## config.mk

```make
export PLATFORM = sky130hd
export DESIGN_NAME = cbm_out_buf_flat
export DESIGN_NICKNAME = d
export VERILOG_FILES = /design/src/sv/cbm_pkg.sv /design/src/sv/cbm_out_if.sv /design/src/sv/cbm_out_buf.sv /design/src/flat_wrapper.sv
export SDC_FILE = /design/constraint.sdc
export NUM_CORES = 1
export LEC_CHECK = 0
export BUFFER_PORTS_ARGS = -buffer_cell sky130_fd_sc_hd__buf_2
export CORE_MARGIN = 1
export CORE_UTILIZATION = 30
export DETAILED_ROUTE_END_ITERATION = 6
export SETUP_SLACK_MARGIN = 0.4
export SLEW_MARGIN = 5
export SYNTH_ARGS = -nofsm -noshare
export SYNTH_HDL_FRONTEND = slang
export SYNTH_SLANG_ARGS = --single-unit
```

## constraint.sdc

```tcl
create_clock -name clk -period 2.3 [get_ports clk]
set_input_delay 0.46 -clock clk [delete_from_list [all_inputs] [get_ports clk]]
set_output_delay 0.46 -clock clk [all_outputs]
set_load 0.01 [all_outputs]
```

## src/sv/cbm_pkg.sv

```systemverilog
`default_nettype none

package cbm_pkg;

  // Sizing
  localparam int STACK_DEPTH = 256;
  localparam int LINE_WIDTH  = 16;
  localparam int ADDR_W      = $clog2(STACK_DEPTH);
  localparam int FILL_W      = $clog2(STACK_DEPTH + 1);
  localparam int OUT_LINE_W  = 16;

  // Character codes
  localparam logic [7:0] CH_LBRACE = 8'h7B;
  localparam logic [7:0] CH_RBRACE = 8'h7D;
  localparam logic [7:0] CH_LPAREN = 8'h28;
  localparam logic [7:0] CH_RPAREN = 8'h29;
  localparam logic [7:0] CH_SLASH  = 8'h2F;
  localparam logic [7:0] CH_STAR   = 8'h2A;
  localparam logic [7:0] CH_DQUOTE = 8'h22;
  localparam logic [7:0] CH_SQUOTE = 8'h27;
  localparam logic [7:0] CH_NL     = 8'h0A;

  // Bracket codes: bit 0 set for closers, bit 1 set for parentheses
  localparam logic [1:0] BR_LBRACE = 2'd0;
  localparam logic [1:0] BR_RBRACE = 2'd1;
  localparam logic [1:0] BR_LPAREN = 2'd2;
  localparam logic [1:0] BR_RPAREN = 2'd3;

  // Verdict status
  localparam logic [1:0] ST_OK       = 2'd0;
  localparam logic [1:0] ST_UNMATCH  = 2'd1;
  localparam logic [1:0] ST_OVERFLOW = 2'd2;

  // Result kind
  localparam logic RES_ECHO    = 1'b0;
  localparam logic RES_VERDICT = 1'b1;

  // Item kind
  localparam logic KIND_BYTE = 1'b0;
  localparam logic KIND_END  = 1'b1;

  // Lexer event handed to the stack unit
  typedef struct packed {
    logic                  valid;
    logic                  is_end;
    logic                  is_br;
    logic [1:0]            br;
    logic [LINE_WIDTH-1:0] line;
  } lex_ev_t;

  // One stack entry
  typedef struct packed {
    logic                  paren;
    logic [LINE_WIDTH-1:0] line;
  } stk_entry_t;

  // Result payload
  typedef struct packed {
    logic                  result_kind;
    logic [1:0]            bracket;
    logic [OUT_LINE_W-1:0] line;
    logic [1:0]            status;
  } res_t;

endpackage

`default_nettype wire

```

## src/sv/cbm_out_if.sv

```systemverilog
`default_nettype none

interface cbm_out_if;
  logic        valid;
  logic        ready;
  logic        result_kind;
  logic [1:0]  bracket;
  logic [15:0] line;
  logic [1:0]  status;

  modport source (output valid, output result_kind, output bracket, output line,
                  output status, input ready);
  modport sink   (input valid, input result_kind, input bracket, input line,
                  input status, output ready);
endinterface

`default_nettype wire

```

## src/sv/cbm_out_buf.sv

```systemverilog
`default_nettype none

module cbm_out_buf (
  input  logic          clk,
  input  logic          rst,
  input  logic          in_valid,
  input  cbm_pkg::res_t in_data,
  output logic          in_ready,
  cbm_out_if.source     rsp
);
  import cbm_pkg::*;

  logic out_valid;
  res_t out_data;
  logic skid_valid;
  res_t skid_data;

  assign in_ready = !skid_valid;

  // Output register with one skid entry behind it
  always_ff @(posedge clk) begin
    if (rst) begin
      out_valid  <= 1'b0;
      skid_valid <= 1'b0;
    end else if (out_valid && !rsp.ready) begin
      if (in_valid) begin
        skid_valid <= 1'b1;
      end
    end else if (skid_valid) begin
      out_valid  <= 1'b1;
      skid_valid <= 1'b0;
    end else begin
      out_valid <= in_valid;
    end
  end

  always_ff @(posedge clk) begin
    if (out_valid && !rsp.ready) begin
      if (in_valid) begin
        skid_data <= in_data;
      end
    end else if (skid_valid) begin
      out_data <= skid_data;
    end else if (in_valid) begin
      out_data <= in_data;
    end
  end

  assign rsp.valid       = out_valid;
  assign rsp.result_kind = out_data.result_kind;
  assign rsp.bracket     = out_data.bracket;
  assign rsp.line        = out_data.line;
  assign rsp.status      = out_data.status;

  // Skid entry only fills behind a held output
  a_skid_order: assert property (@(posedge clk) disable iff (rst)
    skid_valid |-> out_valid)
    else $error("skid entry without output item");

endmodule

`default_nettype wire

```

## src/flat_wrapper.sv

```systemverilog
// flat-port wrapper written by rule: the top's interface ports become plain ports
module cbm_out_buf_flat import cbm_pkg::*;
  (clk, rst, in_valid, in_data, in_ready, rsp_valid, rsp_result_kind, rsp_bracket, rsp_line, rsp_status, rsp_ready);
  cbm_out_if rsp_i ();
  input  logic clk;
  input  logic rst;
  input  logic in_valid;
  input  cbm_pkg::res_t in_data;
  output logic in_ready;
  output wire logic [$bits(rsp_i.valid)-1:0] rsp_valid;
  output wire logic [$bits(rsp_i.result_kind)-1:0] rsp_result_kind;
  output wire logic [$bits(rsp_i.bracket)-1:0] rsp_bracket;
  output wire logic [$bits(rsp_i.line)-1:0] rsp_line;
  output wire logic [$bits(rsp_i.status)-1:0] rsp_status;
  input wire logic [$bits(rsp_i.ready)-1:0] rsp_ready;
  assign rsp_valid = rsp_i.valid;
  assign rsp_result_kind = rsp_i.result_kind;
  assign rsp_bracket = rsp_i.bracket;
  assign rsp_line = rsp_i.line;
  assign rsp_status = rsp_i.status;
  assign rsp_i.ready = rsp_ready;
  cbm_out_buf u_core (.clk(clk), .rst(rst), .in_valid(in_valid), .in_data(in_data), .in_ready(in_ready), .rsp(rsp_i));
endmodule
```

==> metrics <==
status=completed; Final min period=1.32 ns; Critical R2R Capture=u_core.rsp.line[12]; Sw Ratio=19.5%; post-CTS setup buffers=0; GPL Wtd Cong=0.642; Power per Cell Area=approximately 790 nW/µm²; CP bufs+invs=2; CTS resizes=0; Critical Path Start Type=flop; initial antenna violation count=0; Achievable Freq=roughly 760 MHz; Inst Count DP=193; Final Util=between 30% and 40%; count leader, synth=edfxtp_1; Slew HR=between 80 and 90%; Via Count=860; Setup TNS=0 ns; post-synthesis cell type count=10; Tcrit/Tclk final=57.2%; clock skew=approximately 0.0040 ns; power share of the combinational group=7.1%; Post-synth top flop=edfxtp_1; Synth top area share=78.9%; Worst Reg-to-Reg Cells=2; EDFF count, synth=42; reg2reg start=u_core.skid_valid; P_sw=0.314 mW; Hold Startpoint=rst; Internal=between 1 and 1.5 mW; Syn Inst Count=75; Hold Vio Cnt, Final=0; Skew-Pair Late Insertion Delay=0.29 ns; Layout Nets=155; VDD IR max=0.000226 V; Worst Hold Class=input pin to flop; fin. max-slew vios=0; Static Leak=around 0.76 nW; CTS Hold Bufs=0; critical path class=flop to output pin; Site Rows=26; Layout Cells excl Fill=201; Root Buffer=clkbuf_8; vias in the first global route=about 840; final routed DRC violation total=0; Sequential Power Share=between 50 and 60%; H-Tree Depth=2; Avg WL per Cell=13.4 µm; antenna diode count=0; CTS sink cnt=44; I/O pin count=48; Worst Setup End Kind=output pin; Core ar.=5110 µm²; Max FO, Critical Path=3; max_cap viols=0; clock share of power=roughly a third; initial core utilization=31.3%; CP max stage delay=0.35 ns; Tot GR Track Use=10.4%; layout cells sized above 1=61.1%; clk slew on worst S/H paths=roughly 0.08 ns; first-pass GRT wire length=4090 µm; CTS buffer count=5; critical path's slowest cell=dfxtp_1; largest net degree at the start of global routing=22; Async SR Flop Fraction=0%; DRT Wirelength=2700 µm; Worst Path Required=1.84 ns; synth top area cells=edfxtp_1 79%, mux2_2 15%, dfxtp_1 2.5%; #FFs+latches synth=between 40 and 50; Bufs on Longest Clock Path=2; Post-DRT Antenna Nets=0; Initial DRT Pass Iterations=3; worst hold stages=2; actual slew at the worst max-slew pin=~0.29 ns; critical path arrival=0.86 ns; Starting DRT DRC Count=49; Reg2Reg Setup Slack=1.03 ns; sequential area share after synthesis=81.4%; fillers=a little under 500; die area=5630 µm²; Final Cell Area=2040 µm²; RSZ-0062 raised after global routing=false; hold path endpoint=u_core.rsp.valid; Setup Viol. Count Final=0; Avg Cell Area, Syn=21.3 µm²; vias per cell=between 4 and 5; post-synthesis cell area=1600 µm²; area grow syn2layout=27.3%; most instantiated cells after synthesis=42 x edfxtp_1, 21 x mux2_2; crit-path cells=inv_1, buf_2; Syn Nets=100; Synth area leader=edfxtp_1; # port buffers=47; Horiz. Die Dim=~75 µm; CP delay by family, top=flip-flops; TritonCTS clock tree=done; grt ovf=0; Placed Area=a little under 2000 µm²; Die Y=75.0 µm; Yosys warning count=0
[cells by family (layout without fill, tap and decap cells)]
family          Yosys count  after routing  share of synthesized area (%)
flops                    44             44                           81.4
simple gates              4              4                           1.17
compound gates            2              2                          0.782
buf+inv                   4             60                           1.88
mux                      21             21                           14.8
[routing by layer]
layer | track usage [%] | share of wire (%) | vias up
li1 | - | - | 403
met1 | 12.3 | 44 | 416
met2 | 16.3 | 47 | 37
met3 | 4.42 | 7.7 | 4
met4 | 5.03 | 1.3 | 0
met5 | 0 | 0 | -
[through the flow]
step	worst slack [ns]	power (mW)	hold slack, ns
floorplan	0.592	1.00	0.523
global placement	0.815	1.06	0.526
CTS	0.971	1.64	0.325
finish	0.984	1.61	0.340
global route	0.917	1.68	0.329
detailed placement	0.782	1.06	0.533
[state kept, by name, summed over array words and instances (netlist names)]
register / flops
u_core.skid_data: 21
u_core.rsp.line: 16
u_core.rsp.bracket: 2
u_core.rsp.status: 2
u_core.rsp.result_kind: 1
u_core.rsp.valid: 1
u_core.skid_valid: 1
[layout by cell type (no fill, tap or decap)]
cell	instances
edfxtp_1	42
dfxtp_1	2
nor2_1	1
nor3_1	1
inv_1	2
clkbuf_8	5
nand2b_1	1
a21boi_2	1
clkinv_2	1
nor2_2	1
buf_4	3
bufinv_16	1
a21oi_1	1
buf_2	47
clkbuf_1	1
mux2_2	21
[layout make-up]
class / count / area (µm²) / share of cell area [%]
tap: 70 / 87.6 / 4.30
multi-input combinational: 27 / 274 / 13.5
timing repair buffer: 50 / 258 / 12.7
sequential: 44 / 1300 / 63.9
inverter: 2 / 7.51 / 0.369
clock inverter: 2 / 35.0 / 1.72
clock buffer: 6 / 72.6 / 3.56
[power groups by stage]
stage | sequential, mW | combinational [mW] | clock, mW
after floorplan | 0.962 | 0.0403 | 0
after global placement | 0.946 | 0.113 | 0
after detailed placement | 0.947 | 0.117 | 0
after CTS | 0.929 | 0.117 | 0.590
after global routing | 0.932 | 0.127 | 0.625
final | 0.928 | 0.115 | 0.567
[worst register-to-register path, cell delays in order (launching register included)]
cell	delay, ns
dfxtp_1	0.35
buf_4	0.29
mux2_2	0.38
[how the worst max path moves through the flow]
stage | start | end | slack [ns] | cells after the start
global route | u_core.skid_valid | in_ready | 0.92 | 2
floorplan | u_core.skid_valid | u_core.rsp.bracket[0] | 0.59 | 3
finish | u_core.skid_valid | in_ready | 0.98 | 2
CTS | u_core.skid_valid | in_ready | 0.97 | 2
global placement | rsp_ready | u_core.rsp.line[2] | 0.82 | 4
detailed placement | rsp_ready | u_core.rsp.line[5] | 0.78 | 4
Note: power is estimated with default switching activity, not from simulation.
