[src/sv/cbm_pkg.sv]
`default_nettype none

package cbm_pkg;

  // Sizing
  localparam int STACK_DEPTH = 256;
  localparam int LINE_WIDTH  = 16;
  localparam int ADDR_W      = $clog2(STACK_DEPTH);
  localparam int FILL_W      = $clog2(STACK_DEPTH + 1);
  localparam int OUT_LINE_W  = 16;

  // Character codes
  localparam logic [7:0] CH_LBRACE = 8'h7B;
  localparam logic [7:0] CH_RBRACE = 8'h7D;
  localparam logic [7:0] CH_LPAREN = 8'h28;
  localparam logic [7:0] CH_RPAREN = 8'h29;
  localparam logic [7:0] CH_SLASH  = 8'h2F;
  localparam logic [7:0] CH_STAR   = 8'h2A;
  localparam logic [7:0] CH_DQUOTE = 8'h22;
  localparam logic [7:0] CH_SQUOTE = 8'h27;
  localparam logic [7:0] CH_NL     = 8'h0A;

  // Bracket codes: bit 0 set for closers, bit 1 set for parentheses
  localparam logic [1:0] BR_LBRACE = 2'd0;
  localparam logic [1:0] BR_RBRACE = 2'd1;
  localparam logic [1:0] BR_LPAREN = 2'd2;
  localparam logic [1:0] BR_RPAREN = 2'd3;

  // Verdict status
  localparam logic [1:0] ST_OK       = 2'd0;
  localparam logic [1:0] ST_UNMATCH  = 2'd1;
  localparam logic [1:0] ST_OVERFLOW = 2'd2;

  // Result kind
  localparam logic RES_ECHO    = 1'b0;
  localparam logic RES_VERDICT = 1'b1;

  // Item kind
  localparam logic KIND_BYTE = 1'b0;
  localparam logic KIND_END  = 1'b1;

  // Lexer event handed to the stack unit
  typedef struct packed {
    logic                  valid;
    logic                  is_end;
    logic                  is_br;
    logic [1:0]            br;
    logic [LINE_WIDTH-1:0] line;
  } lex_ev_t;

  // One stack entry
  typedef struct packed {
    logic                  paren;
    logic [LINE_WIDTH-1:0] line;
  } stk_entry_t;

  // Result payload
  typedef struct packed {
    logic                  result_kind;
    logic [1:0]            bracket;
    logic [OUT_LINE_W-1:0] line;
    logic [1:0]            status;
  } res_t;

endpackage

`default_nettype wire

[src/sv/cbm_lexer.sv]
`default_nettype none

module cbm_lexer (
  input  logic            clk,
  input  logic            rst,
  input  logic            accept,
  input  logic            kind,
  input  logic [7:0]      byte_req,
  output cbm_pkg::lex_ev_t ev
);
  import cbm_pkg::*;

  localparam logic [2:0] M_CODE      = 3'd0;
  localparam logic [2:0] M_SLASH     = 3'd1;
  localparam logic [2:0] M_LINE_CMT  = 3'd2;
  localparam logic [2:0] M_BLK_FIRST = 3'd3;
  localparam logic [2:0] M_BLK       = 3'd4;
  localparam logic [2:0] M_BLK_STAR  = 3'd5;
  localparam logic [2:0] M_DQ        = 3'd6;
  localparam logic [2:0] M_SQ        = 3'd7;

  logic [2:0]            mode;
  logic [2:0]            mode_next;
  logic [LINE_WIDTH-1:0] line_count;
  logic [LINE_WIDTH-1:0] line_count_next;
  logic                  bump;
  logic                  code_path;
  logic                  is_br;
  logic [1:0]            br;

  // Lexer transition for one byte
  always_comb begin
    mode_next = mode;
    bump      = 1'b0;
    code_path = 1'b0;
    is_br     = 1'b0;
    br        = BR_LBRACE;
    case (mode)
      M_CODE: begin
        code_path = 1'b1;
      end
      M_SLASH: begin
        mode_next = M_CODE;
        if (byte_req == CH_SLASH) begin
          mode_next = M_LINE_CMT;
        end else if (byte_req == CH_STAR) begin
          mode_next = M_BLK_FIRST;
        end else begin
          code_path = 1'b1;
        end
      end
      M_LINE_CMT: begin
        if (byte_req == CH_NL) begin
          bump      = 1'b1;
          mode_next = M_CODE;
        end
      end
      M_BLK_FIRST, M_BLK: begin
        if (byte_req == CH_NL) begin
          bump      = 1'b1;
          mode_next = M_BLK;
        end else if (byte_req == CH_STAR) begin
          mode_next = M_BLK_STAR;
        end else begin
          mode_next = M_BLK;
        end
      end
      M_BLK_STAR: begin
        if (byte_req == CH_SLASH) begin
          mode_next = M_CODE;
        end else if (byte_req != CH_STAR) begin
          bump      = (byte_req == CH_NL);
          mode_next = M_BLK;
        end
      end
      M_DQ: begin
        if (byte_req == CH_NL) begin
          bump = 1'b1;
        end else if (byte_req == CH_DQUOTE) begin
          mode_next = M_CODE;
        end
      end
      default: begin
        if (byte_req == CH_NL) begin
          bump = 1'b1;
        end else if (byte_req == CH_SQUOTE) begin
          mode_next = M_CODE;
        end
      end
    endcase

    // Plain code byte
    if (code_path) begin
      if (byte_req == CH_LBRACE) begin
        is_br = 1'b1;
        br    = BR_LBRACE;
      end else if (byte_req == CH_RBRACE) begin
        is_br = 1'b1;
        br    = BR_RBRACE;
      end else if (byte_req == CH_LPAREN) begin
        is_br = 1'b1;
        br    = BR_LPAREN;
      end else if (byte_req == CH_RPAREN) begin
        is_br = 1'b1;
        br    = BR_RPAREN;
      end else if (byte_req == CH_NL) begin
        bump = 1'b1;
      end else if (byte_req == CH_SLASH) begin
        mode_next = M_SLASH;
      end else if (byte_req == CH_DQUOTE) begin
        mode_next = M_DQ;
      end else if (byte_req == CH_SQUOTE) begin
        mode_next = M_SQ;
      end
    end
  end

  // Saturating line counter
  always_comb begin
    line_count_next = line_count;
    if (bump && (line_count != '1)) begin
      line_count_next = line_count + LINE_WIDTH'(1);
    end
  end

  always_ff @(posedge clk) begin
    if (rst) begin
      mode       <= M_CODE;
      line_count <= LINE_WIDTH'(1);
    end else if (accept) begin
      if (kind == KIND_END) begin
        mode       <= M_CODE;
        line_count <= LINE_WIDTH'(1);
      end else begin
        mode       <= mode_next;
        line_count <= line_count_next;
      end
    end
  end

  // Event toward the stack unit
  always_comb begin
    ev.valid  = accept;
    ev.is_end = (kind == KIND_END);
    ev.is_br  = (kind == KIND_BYTE) && is_br;
    ev.br     = br;
    ev.line   = line_count;
  end

endmodule

`default_nettype wire

[config.mk]
export PLATFORM = sky130hd
export DESIGN_NAME = cbm_lexer
export DESIGN_NICKNAME = d
export VERILOG_FILES = /design/src/sv/cbm_pkg.sv /design/src/sv/cbm_lexer.sv
export SDC_FILE = /design/constraint.sdc
export NUM_CORES = 1
export LEC_CHECK = 0
export BUFFER_PORTS_ARGS = -buffer_cell sky130_fd_sc_hd__buf_2
export CELL_PAD_IN_SITES_DETAIL_PLACEMENT = 1
export CELL_PAD_IN_SITES_GLOBAL_PLACEMENT = 1
export CORE_MARGIN = 2
export CORE_UTILIZATION = 41
export DETAILED_ROUTE_END_ITERATION = 7
export PLACE_DENSITY_LB_ADDON = 0.12
export SYNTH_ARGS = -nofsm -noshare
export SYNTH_HDL_FRONTEND = slang
export SYNTH_SLANG_ARGS = --single-unit
[constraint.sdc]
create_clock -name clk -period 5.8 [get_ports clk]
set_input_delay 0.58 -clock clk [delete_from_list [all_inputs] [get_ports clk]]
set_output_delay 0.58 -clock clk [all_outputs]
set_load 0.005 [all_outputs]
==> run_summary.xml <==
<?xml version="1.0" encoding="UTF-8"?>
<metrics>
  <group name="run_status">
    <metric name="status" unit="">finished, final reports clean</metric>
  </group>
  <group name="power">
    <metric name="power-per-cell-area" unit="nW/um^2">148</metric>
    <metric name="p_int" unit="mW">0.168</metric>
    <metric name="logic_gate_share_of_total_power" unit="%">13.5</metric>
    <metric name="power.switching_fraction" unit="%">26.8</metric>
    <metric name="p_clk_share" unit="%">29.5</metric>
    <metric name="netSwitchingPower" unit="mW">0.0615</metric>
    <metric name="ir_drop" unit="uV">107</metric>
    <metric name="seqPwrFrac" unit="%">57.0</metric>
    <metric name="leakagePower" unit="nW">0.614</metric>
  </group>
  <group name="routing">
    <metric name="post_drt_wl_per_cell" unit="microns">16.2</metric>
    <metric name="ant_nets" unit="">0</metric>
    <metric name="vias_per_cell" unit="">5.95</metric>
    <metric name="drc" unit="">0</metric>
    <metric name="vias" unit="">1405</metric>
    <metric name="detailedRoute.firstPassIterationCount" unit="">4</metric>
    <metric name="drtIter0Drc" unit="">47</metric>
    <metric name="totalWireLength" unit="mm">3.83</metric>
  </group>
  <group name="setup_path">
    <metric name="cp.arrival" unit="ns">1.87</metric>
    <metric name="capture_point_of_the_worst_path" unit="">ev[17]</metric>
    <metric name="rrSetupSlack" unit="ns">3.67</metric>
    <metric name="critical_path.cell_chain" unit="">buf_2 -&gt; nor4b_2 -&gt; nand2_1 -&gt; nor4b_1 -&gt; buf_2</metric>
    <metric name="crit_path_largest_cell_delay" unit="ns">0.47</metric>
    <metric name="slowest_stage" unit="">sky130_fd_sc_hd__nor4b_2</metric>
    <metric name="cpMostUsedCell" unit="">sky130_fd_sc_hd__buf_2</metric>
    <metric name="worstSetupStartpoint" unit="">byte_req[6]</metric>
    <metric name="worstPathRequired" unit="ns">5.22</metric>
    <metric name="path_max_fanout" unit="">6</metric>
    <metric name="rr_worst_depth" unit="">6</metric>
    <metric name="criticalPathCategory" unit="">in -&gt; out</metric>
    <metric name="worstSetupStartpointType" unit="">input pin</metric>
    <metric name="r2r-end" unit="">line_count[13]$_SDFFE_PP0P_</metric>
    <metric name="rr_startpoint" unit="">line_count[0]$_SDFFE_PP1P_</metric>
    <metric name="cp-end-kind" unit="">output pin</metric>
  </group>
  <group name="sta">
    <metric name="finalHoldViolations" unit="">0</metric>
    <metric name="final.min_clock_period" unit="ns">2.45</metric>
    <metric name="max_clock_freq" unit="GHz">0.408</metric>
    <metric name="finalCritPeriodShare" unit="%">42.3</metric>
    <metric name="rsz0062_at_grt" unit="">false</metric>
    <metric name="worst-slew-pin-transition" unit="ns">0.575</metric>
    <metric name="slew_violations" unit="">0</metric>
    <metric name="finalClockSkew" unit="ns">0.00200</metric>
    <metric name="finalSetupViolations" unit="">0</metric>
    <metric name="slew-limit-headroom" unit="%">61.7</metric>
    <metric name="timing.setup.tns" unit="ns">0</metric>
  </group>
  <group name="logic_synthesis">
    <metric name="synth_top_area_share" unit="%">28.1</metric>
    <metric name="synth.net_count" unit="">179</metric>
    <metric name="fraction_of_registers_with_async_set_reset" unit="%">0</metric>
    <metric name="yosys_warnings" unit="">0</metric>
    <metric name="most_instantiated_flip_flop_cell_in_the_synthesis_netlist" unit="">sky130_fd_sc_hd__dfxtp_1</metric>
    <metric name="number_of_unique_standard_cell_types_used_by_synthesis" unit="">52</metric>
    <metric name="yosys.area.top_type" unit="">sky130_fd_sc_hd__dfxtp_1</metric>
    <metric name="synth.cell_area" unit="sq um">1350</metric>
    <metric name="synthCells" unit="">166</metric>
    <metric name="synth_seq_area_share" unit="%">28.1</metric>
    <metric name="number_of_enable_type_register_cells_in_the_synthesized_netlist" unit="">0</metric>
    <metric name="netlist_top_cells_area" unit="">sky130_fd_sc_hd__dfxtp_1 (28%), sky130_fd_sc_hd__a21oi_1 (6.7%), sky130_fd_sc_hd__nand2_1 (4.2%)</metric>
    <metric name="synth.avg_cell_area" unit="sq um">8.15</metric>
    <metric name="postSynthRegisterBits" unit="">19</metric>
  </group>
  <group name="clocking">
    <metric name="cts_inserted_buffers" unit="">3</metric>
    <metric name="post-cts-setup-buffers" unit="">0</metric>
    <metric name="max-clock-path-buffers" unit="">2</metric>
    <metric name="clk_transition_reported_paths" unit="ns">0.11</metric>
    <metric name="postCtsHoldBufs" unit="">0</metric>
    <metric name="postCtsResizedCells" unit="">0</metric>
    <metric name="clk_root_buffer_cell" unit="">sky130_fd_sc_hd__clkbuf_4</metric>
    <metric name="htreeDepth" unit="">1</metric>
    <metric name="clock_sink_count" unit="">19</metric>
    <metric name="clock_insertion_delay_worst_skew" unit="ns">0.30</metric>
    <metric name="tritoncts_clock_tree" unit="">built</metric>
  </group>
  <group name="final_layout">
    <metric name="synthToLayoutAreaGrowth" unit="%">14.3</metric>
    <metric name="layout.cells.most_common" unit="">sky130_fd_sc_hd__buf_2</metric>
    <metric name="layout.cell_area.non_filler" unit="sq um">1550</metric>
    <metric name="ff_latch_area" unit="sq um">380</metric>
    <metric name="nets" unit="">206</metric>
    <metric name="filler_cell_count" unit="">397</metric>
    <metric name="post_route_cells_drive_above_1_share" unit="%">22.9</metric>
    <metric name="commonest_non_fill_non_tap_cells_in_the_layout" unit="">sky130_fd_sc_hd__buf_2 (32), sky130_fd_sc_hd__dfxtp_1 (19), sky130_fd_sc_hd__a21oi_1 (18)</metric>
    <metric name="multi_input_comb_area" unit="sq um">921</metric>
    <metric name="antenna_cells_inserted" unit="">0</metric>
  </group>
  <group name="global_route">
    <metric name="grt_first_pass_wirelength" unit="mm">6.33</metric>
    <metric name="grt_antenna_before_repair" unit="">0</metric>
    <metric name="globalRouteTotalUtil" unit="%">22.2</metric>
    <metric name="grt_pass1_vias" unit="">1388</metric>
    <metric name="grt_max_degree" unit="">14</metric>
    <metric name="global_route.overflow_total" unit="">0</metric>
  </group>
  <group name="floorplan">
    <metric name="io_pins" unit="">33</metric>
    <metric name="initial_core_util" unit="%">43.6</metric>
    <metric name="die_y" unit="microns">61.4</metric>
    <metric name="placeableCoreArea" unit="sq um">3100</metric>
    <metric name="placement_rows" unit="">20</metric>
    <metric name="die_area" unit="sq um">3770</metric>
    <metric name="floorplan.die.width" unit="microns">61.4</metric>
  </group>
  <group name="place">
    <metric name="postPlaceCellArea" unit="sq um">1520</metric>
    <metric name="detailed_place_hpwl" unit="mm">3.00</metric>
    <metric name="place_congestion" unit="">0.881</metric>
    <metric name="place.port_buffers" unit="">32</metric>
  </group>
  <group name="min_path">
    <metric name="holdCritPathClass" unit="">in -&gt; reg</metric>
  </group>
  <group name="job">
    <metric name="cap_violations" unit="">0</metric>
  </group>
</metrics>
## cell type report
class                   instances  area share (%)
inverters                       1           0.243
multi-input cells             136            59.5
flip-flops and latches         19            24.6
well taps                      44            3.56
repair buffers                 32            10.4
clock buffers                   4            1.70
## cells in the mapped netlist, types with 3 or more instances
cell type / n
sky130_fd_sc_hd__a41o_1: 3
sky130_fd_sc_hd__a311oi_1: 4
sky130_fd_sc_hd__clkbuf_1: 5
sky130_fd_sc_hd__nor4b_1: 3
sky130_fd_sc_hd__nand3_1: 6
sky130_fd_sc_hd__a31oi_1: 4
sky130_fd_sc_hd__and3_1: 4
sky130_fd_sc_hd__xnor2_1: 4
sky130_fd_sc_hd__nand2_1: 15
sky130_fd_sc_hd__o21ai_0: 5
sky130_fd_sc_hd__nor2_1: 11
sky130_fd_sc_hd__dfxtp_1: 19
sky130_fd_sc_hd__nand2b_1: 3
sky130_fd_sc_hd__and4_1: 4
sky130_fd_sc_hd__a21o_1: 3
sky130_fd_sc_hd__o31ai_1: 5
sky130_fd_sc_hd__a21oi_1: 18
sky130_fd_sc_hd__nor2b_1: 5
sky130_fd_sc_hd__or4_1: 4
sky130_fd_sc_hd__nand4_1: 3
## power groups by stage
stage | Sequential [mW] | Combinational [mW] | Clock (mW)
5_1_grt | 0.131 | 0.0345 | 0.0755
3_3_place_gp | 0.134 | 0.0296 | 0
6_report | 0.131 | 0.0309 | 0.0677
3_5_place_dp | 0.134 | 0.0311 | 0
2_1_floorplan | 0.133 | 0.0186 | 0
4_1_cts | 0.131 | 0.0311 | 0.0704
## cells by family (layout without fill, tap and decap cells)
logic type | count (synthesis) | after routing | share of synthesized area [%]
AO/OA/AOI/OAI | 56 | 56 | 29.8
XOR/XNOR | 4 | 4 | 2.59
adder cells (fa/ha/maj) | 1 | 1 | 0.925
buffers and inverters | 11 | 37 | 3.79
flip-flops | 19 | 19 | 28.1
multiplexers | 2 | 2 | 1.48
AND/OR/NAND/NOR | 73 | 73 | 33.3
## routing by layer
metal / global-route usage [%] / share of wire [%]
met5: 0 / 0
met3: 4.83 / 2.8
met1: 25.6 / 42
met2: 41.8 / 54
met4: 4.56 / 1.4
## worst max-delay path, delay by kind of cell
family / cells / cell delay, ns
and+or+nand+nor: 3 / 0.96
buffers and inverters: 2 / 0.33
## worst min-delay path by stage
stage | startpoint | slack (ns) | to | depth (start not counted)
4_1_cts | rst | 0.48 | line_count[1]$_SDFFE_PP0P_ | 2
6_report | rst | 0.49 | line_count[1]$_SDFFE_PP0P_ | 2
3_5_place_dp | line_count[1]$_SDFFE_PP0P_ | 0.51 | line_count[1]$_SDFFE_PP0P_ | 2
3_3_place_gp | line_count[11]$_SDFFE_PP0P_ | 0.47 | line_count[11]$_SDFFE_PP0P_ | 2
2_1_floorplan | line_count[11]$_SDFFE_PP0P_ | 0.48 | line_count[11]$_SDFFE_PP0P_ | 2
5_1_grt | rst | 0.50 | line_count[1]$_SDFFE_PP0P_ | 2
## state kept, by name, indices dropped and copies added, names as in the netlist
| register | count |
|---|---|
| mode | 3 |
| line_count | 16 |
## metrics by stage
stage	hold WS, ns	utilization (%)	power, mW	cells	worst slack, ns
2_1_floorplan	0.476	-	0.152	166	3.78
3_3_place_gp	0.470	49.0	0.163	232	3.48
3_5_place_dp	0.511	49.0	0.165	232	3.36
4_1_cts	0.479	49.8	0.232	236	3.37
5_1_grt	0.501	49.8	0.241	236	3.22
6_report	0.490	49.8	0.229	236	3.35
(Power assumes the default switching activity.)
